--- src/design/chg_pkg.sv ---
// shared types and defaults for the convex hull block
// used by chg_dp, chg_ctrl and convex_hull_graham_scan; depends on nothing
`default_nettype none
package chg_pkg;

  localparam int MAX_POINTS_DEF = 16;
  localparam int COORD_BITS_DEF = 16;

  // commands from the sequencer to the datapath
  typedef struct packed {
    logic wr;
    logic ld_a;
    logic ld_b;
    logic ld_c;
  } dp_cmd_t;

  // results of the geometry unit, for slots a, b and c
  typedef struct packed {
    logic turn_pos;
    logic turn_neg;
    logic farther;
    logic same_reach;
    logic coincident;
    logic lower;
  } dp_sts_t;

endpackage
`default_nettype wire

--- src/design/convex_hull_graham_scan.sv ---
// convex hull top level: a point without last_point is taken, busy stays low.
// the last point starts the hull: every orientation test is one pass through the
// point memory read port and the two-stage cross product unit; about 2*n*n tests in all.
// one vertex per strobe, receiver cannot stall. sync reset empties the set, no clearing pass.
// depends on chg_pkg, chg_dp and chg_ctrl
`default_nettype none
module convex_hull_graham_scan #(
  parameter int MAX_POINTS = chg_pkg::MAX_POINTS_DEF,
  parameter int COORD_BITS = chg_pkg::COORD_BITS_DEF
) (
  input  wire logic               clk,
  input  wire logic               rst,
  input  wire logic               start,
  output logic                    busy,
  input  wire logic signed [15:0] point_x,
  input  wire logic signed [15:0] point_z,
  input  wire logic               last_point,
  output logic                    strobe,
  output logic signed [15:0]      hull_x,
  output logic signed [15:0]      hull_z,
  output logic [3:0]              hull_index,
  output logic                    hull_last,
  output logic                    overflow
);

  localparam int IW = $clog2(MAX_POINTS);

  chg_pkg::dp_cmd_t cmd;
  chg_pkg::dp_sts_t sts;
  logic [IW-1:0] wr_addr, rd_addr;

  // sequencer
  chg_ctrl #(.MAX_POINTS(MAX_POINTS)) u_ctrl (
    .clk        (clk),
    .rst        (rst),
    .start      (start),
    .last_point (last_point),
    .sts        (sts),
    .cmd        (cmd),
    .wr_addr    (wr_addr),
    .rd_addr    (rd_addr),
    .busy       (busy),
    .strobe     (strobe),
    .hull_index (hull_index),
    .hull_last  (hull_last),
    .overflow   (overflow)
  );

  // geometry datapath
  chg_dp #(.MAX_POINTS(MAX_POINTS), .COORD_BITS(COORD_BITS)) u_dp (
    .clk     (clk),
    .cmd     (cmd),
    .wr_addr (wr_addr),
    .rd_addr (rd_addr),
    .point_x (point_x),
    .point_z (point_z),
    .sts     (sts),
    .hull_x  (hull_x),
    .hull_z  (hull_z)
  );

  // a result transfer only happens during hull computation
  a_strobe_busy: assert property (@(posedge clk) disable iff (rst) strobe |-> busy)
    else $error("result strobe while idle");

  // the pivot closes the set and frees the block
  a_last_frees: assert property (@(posedge clk) disable iff (rst)
    (strobe && hull_last) |=> !busy)
    else $error("block still busy after last vertex");

  // an ordinary point never starts the computation
  a_load_idle: assert property (@(posedge clk) disable iff (rst)
    (start && !busy && !last_point) |=> !busy)
    else $error("busy after plain point load");

endmodule
`default_nettype wire

--- src/design/chg_dp.sv ---
// datapath: point memory, three operand slots and the pipelined cross product unit
// depends on chg_pkg
`default_nettype none
module chg_dp #(
  parameter int MAX_POINTS = chg_pkg::MAX_POINTS_DEF,
  parameter int COORD_BITS = chg_pkg::COORD_BITS_DEF,
  localparam int IW = $clog2(MAX_POINTS)
) (
  input  wire logic                  clk,
  input  wire chg_pkg::dp_cmd_t      cmd,
  input  wire logic [IW-1:0]         wr_addr,
  input  wire logic [IW-1:0]         rd_addr,
  input  wire logic signed [15:0]    point_x,
  input  wire logic signed [15:0]    point_z,
  output chg_pkg::dp_sts_t           sts,
  output logic signed [15:0]         hull_x,
  output logic signed [15:0]         hull_z
);

  localparam int DW = COORD_BITS + 1;
  localparam int PW = 2 * DW;
  localparam int RW = COORD_BITS + 2;
  localparam int EW = 2 * COORD_BITS;

  logic [EW-1:0] mem [MAX_POINTS];
  logic [EW-1:0] mem_q;
  logic signed [COORD_BITS-1:0] mem_x, mem_z;
  logic signed [COORD_BITS-1:0] ax, az, bx, bz, cx, cz;
  logic signed [DW-1:0] dbx, dbz, dcx, dcz;
  logic signed [PW-1:0] lp, rp;
  logic [RW-1:0] rb, rc;

  function automatic logic [RW-1:0] absd(input logic signed [DW-1:0] v);
    absd = RW'($unsigned(v[DW-1] ? -v : v));
  endfunction

  // point store, registered read
  always_ff @(posedge clk) begin
    if (cmd.wr) begin
      mem[wr_addr] <= {COORD_BITS'(point_x), COORD_BITS'(point_z)};
    end
    mem_q <= mem[rd_addr];
  end

  assign mem_x = signed'(mem_q[EW-1:COORD_BITS]);
  assign mem_z = signed'(mem_q[COORD_BITS-1:0]);

  // operand slots
  always_ff @(posedge clk) begin
    if (cmd.ld_a) begin
      ax <= mem_x;
      az <= mem_z;
    end
    if (cmd.ld_b) begin
      bx <= mem_x;
      bz <= mem_z;
    end
    if (cmd.ld_c) begin
      cx <= mem_x;
      cz <= mem_z;
    end
  end

  // stage one: differences from slot a
  always_ff @(posedge clk) begin
    dbx <= DW'(bx) - DW'(ax);
    dbz <= DW'(bz) - DW'(az);
    dcx <= DW'(cx) - DW'(ax);
    dcz <= DW'(cz) - DW'(az);
  end

  // stage two: cross product terms and manhattan reach
  always_ff @(posedge clk) begin
    lp <= dbx * dcz;
    rp <= dcx * dbz;
    rb <= absd(dbx) + absd(dbz);
    rc <= absd(dcx) + absd(dcz);
  end

  // status towards the sequencer
  always_comb begin
    sts.turn_pos   = lp > rp;
    sts.turn_neg   = lp < rp;
    sts.farther    = rc > rb;
    sts.same_reach = rc == rb;
    sts.coincident = (bx == cx) && (bz == cz);
    sts.lower      = (cz < az) || ((cz == az) && (cx > ax));
  end

  assign hull_x = 16'(cx);
  assign hull_z = 16'(cz);

endmodule
`default_nettype wire

--- src/design/chg_ctrl.sv ---
// sequencer: load, pivot search, exclusion, angular rank, graham scan, emission
// holds the order and stack index memories; depends on chg_pkg
`default_nettype none
module chg_ctrl #(
  parameter int MAX_POINTS = chg_pkg::MAX_POINTS_DEF,
  localparam int IW = $clog2(MAX_POINTS)
) (
  input  wire logic              clk,
  input  wire logic              rst,
  input  wire logic              start,
  input  wire logic              last_point,
  input  wire chg_pkg::dp_sts_t  sts,
  output chg_pkg::dp_cmd_t       cmd,
  output logic [IW-1:0]          wr_addr,
  output logic [IW-1:0]          rd_addr,
  output logic                   busy,
  output logic                   strobe,
  output logic [3:0]             hull_index,
  output logic                   hull_last,
  output logic                   overflow
);

  localparam int CW = $clog2(MAX_POINTS + 1);
  localparam logic [CW-1:0] CAP = CW'(MAX_POINTS);

  localparam logic [4:0] S_IDLE     = 5'd0;
  localparam logic [4:0] S_PV_NEXT  = 5'd1;
  localparam logic [4:0] S_PV_CHK   = 5'd2;
  localparam logic [4:0] S_EX_I     = 5'd3;
  localparam logic [4:0] S_EX_J     = 5'd4;
  localparam logic [4:0] S_EX_CHK   = 5'd5;
  localparam logic [4:0] S_RK_I     = 5'd6;
  localparam logic [4:0] S_RK_J     = 5'd7;
  localparam logic [4:0] S_RK_CHK   = 5'd8;
  localparam logic [4:0] S_SC_START = 5'd9;
  localparam logic [4:0] S_SC_L1    = 5'd10;
  localparam logic [4:0] S_SC_LOOP  = 5'd11;
  localparam logic [4:0] S_SC_LS    = 5'd12;
  localparam logic [4:0] S_SC_TEST  = 5'd13;
  localparam logic [4:0] S_SC_CHK   = 5'd14;
  localparam logic [4:0] S_SC_POPL  = 5'd15;
  localparam logic [4:0] S_OP_RA    = 5'd16;
  localparam logic [4:0] S_OP_RB    = 5'd17;
  localparam logic [4:0] S_OP_RC    = 5'd18;
  localparam logic [4:0] S_OP_LC    = 5'd19;
  localparam logic [4:0] S_OP_W1    = 5'd20;
  localparam logic [4:0] S_OP_W2    = 5'd21;
  localparam logic [4:0] S_EM_R     = 5'd22;
  localparam logic [4:0] S_EM_P     = 5'd23;
  localparam logic [4:0] S_EM_L     = 5'd24;
  localparam logic [4:0] S_EM_O     = 5'd25;

  logic [4:0] state, ret;
  logic [CW-1:0] cnt, ei, ej, k, d, e, si, d_m3, e_m1;
  logic [IW-1:0] piv, rank, op_a, op_b, op_c, t1, t2, cur, tag;
  logic [MAX_POINTS-1:0] excl;
  logic ovf, cpy, accept;

  logic [IW-1:0] seq_mem [MAX_POINTS];
  logic [IW-1:0] stk_mem [MAX_POINTS];
  logic [IW-1:0] seq_q, stk_q, idx;
  logic seq_we, stk_we;
  logic [IW-1:0] seq_wa, seq_wd, seq_ra, stk_wa, stk_wd, stk_ra;

  assign accept = start && (state == S_IDLE);
  assign idx    = cpy ? seq_q : stk_q;
  assign d_m3   = d - CW'(3);
  assign e_m1   = e - CW'(1);

  // index memory ports
  always_comb begin
    seq_we = 1'b0;
    seq_wa = rank + IW'(1);
    seq_wd = ei[IW-1:0];
    seq_ra = si[IW-1:0];
    stk_we = 1'b0;
    stk_wa = d[IW-1:0];
    stk_wd = cur;
    stk_ra = d_m3[IW-1:0];
    unique case (state)
      S_EX_I: begin
        if (ei == cnt) begin
          seq_we = 1'b1;
          seq_wa = '0;
          seq_wd = piv;
        end
      end
      S_RK_J: begin
        seq_we = (ej == cnt);
      end
      S_SC_START: begin
        seq_ra = IW'(1);
        stk_we = (k >= CW'(3));
        stk_wa = '0;
        stk_wd = piv;
      end
      S_SC_L1: begin
        stk_we = 1'b1;
        stk_wa = IW'(1);
        stk_wd = seq_q;
      end
      S_SC_TEST: begin
        stk_we = (d < CW'(2)) && (d < CAP);
      end
      S_SC_CHK: begin
        stk_we = sts.turn_pos && (d < CAP);
      end
      S_EM_R: begin
        seq_ra = e_m1[IW-1:0];
        stk_ra = e_m1[IW-1:0];
      end
      default: begin
      end
    endcase
  end

  always_ff @(posedge clk) begin
    if (seq_we) begin
      seq_mem[seq_wa] <= seq_wd;
    end
    seq_q <= seq_mem[seq_ra];
    if (stk_we) begin
      stk_mem[stk_wa] <= stk_wd;
    end
    stk_q <= stk_mem[stk_ra];
  end

  // datapath commands
  always_comb begin
    cmd.wr   = accept && (cnt < CAP);
    cmd.ld_a = (state == S_OP_RB);
    cmd.ld_b = (state == S_OP_RC);
    cmd.ld_c = (state == S_OP_LC) || (state == S_EM_L);
    wr_addr  = cnt[IW-1:0];
    unique case (state)
      S_OP_RB: rd_addr = op_b;
      S_OP_RC: rd_addr = op_c;
      S_EM_P:  rd_addr = idx;
      default: rd_addr = op_a;
    endcase
  end

  assign busy       = (state != S_IDLE);
  assign strobe     = (state == S_EM_O);
  assign hull_index = 4'(tag);
  assign hull_last  = (e == CW'(1));
  assign overflow   = ovf;

  // sequencer
  always_ff @(posedge clk) begin
    if (rst) begin
      state <= S_IDLE;
      cnt   <= '0;
      ovf   <= 1'b0;
      excl  <= '0;
      cpy   <= 1'b0;
    end else begin
      unique case (state)
        S_IDLE: begin
          if (start) begin
            if (cnt < CAP) begin
              cnt <= cnt + CW'(1);
            end else begin
              ovf <= 1'b1;
            end
            if (last_point) begin
              piv   <= '0;
              ei    <= CW'(1);
              excl  <= '0;
              state <= S_PV_NEXT;
            end
          end
        end
        // pivot: lowest z, then largest x
        S_PV_NEXT: begin
          if (ei >= cnt) begin
            ei    <= '0;
            state <= S_EX_I;
          end else begin
            op_a  <= piv;
            op_b  <= piv;
            op_c  <= ei[IW-1:0];
            ret   <= S_PV_CHK;
            state <= S_OP_RA;
          end
        end
        S_PV_CHK: begin
          if (sts.lower) begin
            piv <= op_c;
          end
          ei    <= ei + CW'(1);
          state <= S_PV_NEXT;
        end
        // drop nearer points collinear with the pivot
        S_EX_I: begin
          if (ei == cnt) begin
            k     <= CW'(1);
            ei    <= '0;
            state <= S_RK_I;
          end else if (ei == CW'(piv)) begin
            ei <= ei + CW'(1);
          end else begin
            ej    <= '0;
            state <= S_EX_J;
          end
        end
        S_EX_J: begin
          if (ej == cnt) begin
            ei    <= ei + CW'(1);
            state <= S_EX_I;
          end else if (ej == CW'(piv) || ej == ei) begin
            ej <= ej + CW'(1);
          end else begin
            op_a  <= piv;
            op_b  <= ei[IW-1:0];
            op_c  <= ej[IW-1:0];
            ret   <= S_EX_CHK;
            state <= S_OP_RA;
          end
        end
        S_EX_CHK: begin
          if (!sts.turn_pos && !sts.turn_neg &&
              (sts.farther || (sts.same_reach && sts.coincident && ej > ei))) begin
            excl[ei[IW-1:0]] <= 1'b1;
            ei    <= ei + CW'(1);
            state <= S_EX_I;
          end else begin
            ej    <= ej + CW'(1);
            state <= S_EX_J;
          end
        end
        // angular rank of each survivor
        S_RK_I: begin
          if (ei == cnt) begin
            state <= S_SC_START;
          end else if (ei == CW'(piv) || excl[ei[IW-1:0]]) begin
            ei <= ei + CW'(1);
          end else begin
            rank  <= '0;
            ej    <= '0;
            state <= S_RK_J;
          end
        end
        S_RK_J: begin
          if (ej == cnt) begin
            k     <= k + CW'(1);
            ei    <= ei + CW'(1);
            state <= S_RK_I;
          end else if (ej == CW'(piv) || ej == ei || excl[ej[IW-1:0]]) begin
            ej <= ej + CW'(1);
          end else begin
            op_a  <= piv;
            op_b  <= ei[IW-1:0];
            op_c  <= ej[IW-1:0];
            ret   <= S_RK_CHK;
            state <= S_OP_RA;
          end
        end
        S_RK_CHK: begin
          if (sts.turn_neg) begin
            rank <= rank + IW'(1);
          end
          ej    <= ej + CW'(1);
          state <= S_RK_J;
        end
        // graham scan, top two entries cached
        S_SC_START: begin
          if (k < CW'(3)) begin
            cpy   <= 1'b1;
            d     <= k;
            e     <= k;
            state <= S_EM_R;
          end else begin
            state <= S_SC_L1;
          end
        end
        S_SC_L1: begin
          t2    <= piv;
          t1    <= seq_q;
          d     <= CW'(2);
          si    <= CW'(2);
          state <= S_SC_LOOP;
        end
        S_SC_LOOP: begin
          if (si == k) begin
            cpy   <= 1'b0;
            e     <= d;
            state <= S_EM_R;
          end else begin
            state <= S_SC_LS;
          end
        end
        S_SC_LS: begin
          cur   <= seq_q;
          state <= S_SC_TEST;
        end
        S_SC_TEST: begin
          if (d < CW'(2)) begin
            if (d < CAP) begin
              t2 <= t1;
              t1 <= cur;
              d  <= d + CW'(1);
            end
            si    <= si + CW'(1);
            state <= S_SC_LOOP;
          end else begin
            op_a  <= t2;
            op_b  <= t1;
            op_c  <= cur;
            ret   <= S_SC_CHK;
            state <= S_OP_RA;
          end
        end
        S_SC_CHK: begin
          if (sts.turn_pos) begin
            if (d < CAP) begin
              t2 <= t1;
              t1 <= cur;
              d  <= d + CW'(1);
            end
            si    <= si + CW'(1);
            state <= S_SC_LOOP;
          end else begin
            d  <= d - CW'(1);
            t1 <= t2;
            if (d >= CW'(3)) begin
              state <= S_SC_POPL;
            end else begin
              state <= S_SC_TEST;
            end
          end
        end
        S_SC_POPL: begin
          t2    <= stk_q;
          state <= S_SC_TEST;
        end
        // operand fetch and cross product wait
        S_OP_RA: state <= S_OP_RB;
        S_OP_RB: state <= S_OP_RC;
        S_OP_RC: state <= S_OP_LC;
        S_OP_LC: state <= S_OP_W1;
        S_OP_W1: state <= S_OP_W2;
        S_OP_W2: state <= ret;
        // emission from stack top down to the pivot
        S_EM_R: state <= S_EM_P;
        S_EM_P: begin
          tag   <= idx;
          state <= S_EM_L;
        end
        S_EM_L: state <= S_EM_O;
        S_EM_O: begin
          e <= e - CW'(1);
          if (e == CW'(1)) begin
            cnt   <= '0;
            ovf   <= 1'b0;
            state <= S_IDLE;
          end else begin
            state <= S_EM_R;
          end
        end
        default: state <= S_IDLE;
      endcase
    end
  end

endmodule
`default_nettype wire
--- config.mk ---
export PLATFORM = sky130hd
export DESIGN_NAME = convex_hull_graham_scan
export DESIGN_NICKNAME = d
export VERILOG_FILES = /design/src/design/chg_pkg.sv /design/src/design/convex_hull_graham_scan.sv /design/src/design/chg_dp.sv /design/src/design/chg_ctrl.sv
export SDC_FILE = /design/constraint.sdc
export NUM_CORES = 2
export LEC_CHECK = 0
export ABC_AREA = 1
export ABC_CLOCK_PERIOD_IN_PS = 9300
export CORE_UTILIZATION = 50
export DETAILED_ROUTE_END_ITERATION = 10
export DONT_BUFFER_PORTS = 1
export PLACE_DENSITY_LB_ADDON = 0.1
export SYNTH_ARGS = -nofsm -noshare
export SYNTH_HDL_FRONTEND = slang
export SYNTH_SLANG_ARGS = --single-unit
--- constraint.sdc ---
create_clock -name clk -period 9.3 [get_ports clk]
set_input_delay 0.465 -clock clk [delete_from_list [all_inputs] [get_ports clk]]
set_output_delay 0.465 -clock clk [all_outputs]
set_load 0.01 [all_outputs]
Word level (Yosys, flattened, before mapping)
Memory sizes are Yosys's and may differ from the RTL's. A register that Yosys moved wholly into a read port is not among the register bits.
Index checks and enable logic that the tools add are counted.
Widths: inputs -> output; s select.
- memories: 3
- input bits: 36
- logic and storage cells: 340
- memory bits (writable): 640
- register bits: 367
- output and inout bits: 40
- equal/unequal tests: 71
- magnitude comparators: 16
- add/sub/neg operators: 20
- multipliers: 2
- bitwise gates (word level): 2
- mux-type cells: 137
- reductions and logical operators: 54
- memories (name ; depth ; width ; read ports ; clocked after Yosys merged registers in ; write ports ; line ; source):
    u_dp.mem ; 16 ; 32 ; 1 ; 1 ; 1 ; chg_dp.sv:25 ; logic [EW-1:0] mem [MAX_POINTS];
    u_ctrl.seq_mem ; 16 ; 4 ; 1 ; 1 ; 1 ; chg_ctrl.sv:59 ; logic [IW-1:0] seq_mem [MAX_POINTS];
    u_ctrl.stk_mem ; 16 ; 4 ; 1 ; 1 ; 1 ; chg_ctrl.sv:60 ; logic [IW-1:0] stk_mem [MAX_POINTS];
- operators by type and width (kind ; number):
    $mux 5 ; 50
    $mux 4 ; 35
    $pmux 5 s25 ; 1
    $mul 17x17->34 ; 2
    $mux 17 ; 4
    $neg 17->17 ; 4
    $sub 16x16->17 ; 4
    $pmux 4 s4 ; 4
    $eq 5x5->1 const B ; 10
    $eq 16x16->1 ; 3
    $mux 16 ; 3
    $eq 5x4->1 const B ; 8
    $pmux 4 s2 ; 5
    $pmux 5 s4 ; 2
    $add 17x17->18 ; 2
    $pmux 5 s7 ; 1
    $gt 34x34->1 ; 1
    $lt 34x34->1 ; 1
    $ne 2x2->1 const B ; 16
    $pmux 16 s2 ; 1
    $reduce_and 4->1 ; 8
    $add 5x1->5 const B ; 6
    $pmux 5 s3 ; 2
    $pmux 5 s6 ; 1
    51 further kinds ; 128

Longest topological paths before layout
- word-level depth: 8
- depth in mapped cells: 29
- gate-level depth less buffers: 27

By module
From an unflattened synthesis, not the netlist that was laid out.
- cells, all modules: 7481
- area, all modules: 71293.4 µm²
- by module, submodules not included (module ; cells each ; seq. area each (µm²) ; area an instance (µm²) ; times used):
    chg_dp ; 6072 ; 22341.4 ; 58797.6 ; 1
    chg_ctrl ; 1409 ; 6666.4 ; 12495.7 ; 1

Worst setup path after synthesis
No wires, ideal clock.
- path type: reg2reg
- start: register u_dp.dcx[16]
- end: register u_dp.rp[33]
- setup time: 72 ps
- cell stages (with the launch flop): 21
- required time: 9228 ps
- setup slack: 3330 ps
- arrival: 5898 ps
- period minus slack after synthesis: 5970 ps
- buffers on the path: 2
- cell sequence: dfxtp_1 > clkbuf_1 > clkbuf_1 > nand2_1 > inv_1 > fa_1 > fa_1 > fa_1 > fa_1 > fa_1 > inv_1 > fa_1 > inv_1 > ha_1 > nand2_1 > nor4_1 > nand2_1 > o211ai_1 > a21oi_1 > o21ai_0 > xor2_1
- word-level cells in the longest chain between the ends: 1
- ends and longest elaborated chain (element ; line ; source):
    from (decl) ; chg_dp.sv:29 ; logic signed [DW-1:0] dbx, dbz, dcx, dcz;
    from (signal assigned) ; chg_dp.sv:68 ; dcx <= DW'(cx) - DW'(ax);
    $mul 17x17->34 ; chg_dp.sv:75 ; rp <= dcx * dbz;
    to (signal assigned) ; chg_dp.sv:75 ;
    to (decl) ; chg_dp.sv:30 ; logic signed [PW-1:0] lp, rp;
No other way between the ends.
A chain may end at the register's enable or synchronous reset.

Final worst setup path
- start: register u_dp.dcx[16]
- end: register u_dp.rp[31]
The elaborated chain is that of the path after synthesis.

==> results.yml <==
run_status:
  outcome: "finished clean"
synth:
  synthesis.area_sq_um: 70100
  yosys_warnings: 0
  avgSynthCellArea_sq_um: 9.43
  synthDistinctLibCells: 48
  synth.ff_latch_count: 1046
  synth.most_common_cell: "inv_1"
  synth_nets: 8419
  synth_seq_area_share_pct: 41.4
  synth_common_cells: "inv_1, nand2_1, edfxtp_1"
  synthTopCellsByArea: "edfxtp_1, fa_1, inv_1, nand2_1, dfxtp_1"
  async_flop_share_pct: 0
  yosys.area.top_type: "edfxtp_1"
  syn_inst: 7433
  synth_ff_type: "edfxtp_1"
  synth_edf_count: 806
  netlist.area_leader.share_pct: 34.5
route:
  dr.pass1.iters: 6
  drt-total-wl_microns: 181000
  drcViolationCount: 0
  avgRoutedWirePerCell_microns: 19.3
  vias_per_cell: 5.23
  postRouteAntennaNets: 0
  vias: 48900
  initialDrtViolationCount: 3737
floorplan:
  coreArea_sq_um: 138000
  io_pins: 76
  die-area_sq_um: 142000
  start_util_pct: 50.7
  num_rows: 136
  die_w_microns: 376
  fp.dieH_microns: 376
clocking:
  post_cts_buffers: 0
  clkLatencyLatePin_ps: 770
  clk_pin_slew_ps: 60
  cts_buffers: 111
  htree_levels: 3
  cts_tree: "done"
  cts-root-buf: "clkbuf_16"
  cts_sinks: 1046
  cts_buffer_depth: 3
sta:
  finalHoldViolations: 0
  rsz0062_at_grt: "no"
  layout_worst_path_cycle_share_pct: 72.8
  slew_violations: 0
  clock_skew_ps: 89.2
  fin_ws_ps: 2530
  setup_viol: 0
  period_needed_ps: 6770
  timing.setup.tns_ps: 0
  slew_headroom_pct: 12.9
  timing.fmax_mhz: 148
  tightest_slew_ps: 1290
critical_path:
  setup.worst_path.end_class: "register"
  start_kind: "register"
  crit_required_ps: 9940
  r2r_slack_ps: 2530
  critPathKind: "register to register"
  path_max_fanout: 27
  cp.arrival_ps: 7410
power_and_ir_drop:
  internal_power_mw: 9.32
  pwr-share-seq_pct: 39.6
  swShare_pct: 31.9
  clockPowerShare_pct: 34.6
  p_leak_nw: 35.6
  comb_power_share_pct: 25.9
  switchingPower_mw: 4.36
  power.density_nw_per_um2: 179
  peakVddDrop_v: 0.000193
grt:
  grt_overflow: 0
  antenna_found_initial: 6
  first_global_vias: 49100
  grt_util_all_layers_pct: 25.9
  grt_max_degree: 198
  grt_pass1_wl_microns: 281000
placed_design:
  gp_congestion: 0.949
  portBuffers: 0
  dpl_worst_slack_ps: 2540
  dp_hpwl_microns: 129000
final_layout:
  nFillCells: 12300
  utilization_pct: 55.4
  drive_above_1_share_pct: 4.41
  fin_nets: 8373
  area_delta_synth_final_pct: 9.18
worst_hold_path:
  hold_class: "input pin to register"
flow_run:
  maxCapViolations: 0
-- flip-flops by register name, indices dropped and copies added, names as in the netlist, 18 cells and up --
signal          flops
u_ctrl.seq_mem     64
u_ctrl.stk_mem     64
u_dp.lp            34
u_dp.mem          512
u_dp.mem_q         32
u_dp.rb            18
u_dp.rc            18
u_dp.rp            34
-- cell type report --
type | instances | area (sq um) | area share, %
antenna | 5 | 12.5 | 0.0164
clock buffer | 137 | 3090 | 4.04
clock inverter | 74 | 910 | 1.19
inverter | 1661 | 6240 | 8.15
multi-input combinational | 4437 | 33800 | 44.2
sequential | 1046 | 29000 | 37.9
tap | 1863 | 2330 | 3.05
timing repair buffer | 130 | 1070 | 1.40
-- critical path, cell delays in order, from the launching register on --
cell,delay (ps)
dfxtp_1,1000
nand2_1,220
inv_1,190
fa_1,570
fa_1,870
fa_1,520
fa_1,500
fa_1,500
inv_1,50
fa_1,470
inv_1,50
ha_1,350
nand2_1,140
nor4_1,370
nand2_1,90
o211ai_1,240
a21oi_1,150
o21ai_0,240
xor2_1,180
-- power groups by stage --
stage	sequential [mW]	clock (mW)	combinational [mW]
after floorplan	5.44	0	2.55
final	5.41	4.73	3.54
after global routing	5.43	4.98	4.01
after CTS	5.42	4.81	3.56
after detailed placement	5.52	0	3.50
after global placement	5.51	0	3.47
-- routing by layer --
layer	share of wire [%]	vias up	GRT usage, %
li1	-	23500	-
met1	43	23700	33.6
met2	48	1374	44.1
met3	6.3	319	4.37
met4	3.4	8	8.45
met5	0.025	-	0
-- path summary, 6_finish.rpt --
path | start | endpoint | depth (start not counted)
worst max-delay path | u_dp.dcx[16] | u_dp.rp[31] | 18
worst min-delay path | rst | u_ctrl.cnt[4] | 3
worst max register to register | u_dp.dcx[16] | u_dp.rp[31] | 18
worst min register to register | u_dp.mem_q[20] | u_dp.hull_x[4] | 0
-- placed cells by master, fill, tap and decap left out, types with 20 or more instances in the layout --
master         count
a21oi_1          261
buf_4             95
clkbuf_16        117
clkinv_2          28
dfxtp_1          240
dlygate4sd3_1     34
edfxtp_1         806
fa_1             598
ha_1             352
inv_1           1652
nand2_1         1469
nand3_1          321
nand4_1           27
nor2_1           391
nor2_4            20
nor3_1            58
o211ai_1         292
o21ai_0          198
o221ai_1          23
o22ai_1           20
xnor2_1           92
xor2_1           156
-- through the flow --
step | hold WS, ps | area [sq um] | power [mW] | instances
after global placement | 427 | 72100 | 8.98 | 9103
after global routing | 82.2 | 76500 | 14.4 | 9350
after detailed placement | 437 | 72100 | 9.02 | 9103
after CTS | 48.1 | 76500 | 13.8 | 9348
final | 110 | 76500 | 13.7 | 9353
after floorplan | 421 | 70100 | 7.99 | 7433
-- kinds of logic (layout without fill, tap and decap cells) --
| logic type | Yosys count | after routing | share of synthesized area, % |
|---|---|---|---|
| and+or+nand+nor | 2336 | 2336 | 13.5 |
| muxes | 1 | 1 | 0.0321 |
| AOI/OAI and AO/OA | 902 | 902 | 8.01 |
| adders and majority gates | 950 | 950 | 23.4 |
| DFF | 1046 | 1046 | 41.4 |
| other | 0 | 5 | 0 |
| buffers and inverters | 1950 | 2002 | 10.6 |
| xor gates and xnor gates | 248 | 248 | 3.10 |
-- timing repair --
action                    4_1_cts  5_1_grt
hold endpoints to repair      541        0
resized for setup               0        0
hold buffers                   34        0
Power figures use the tool's default switching activity.
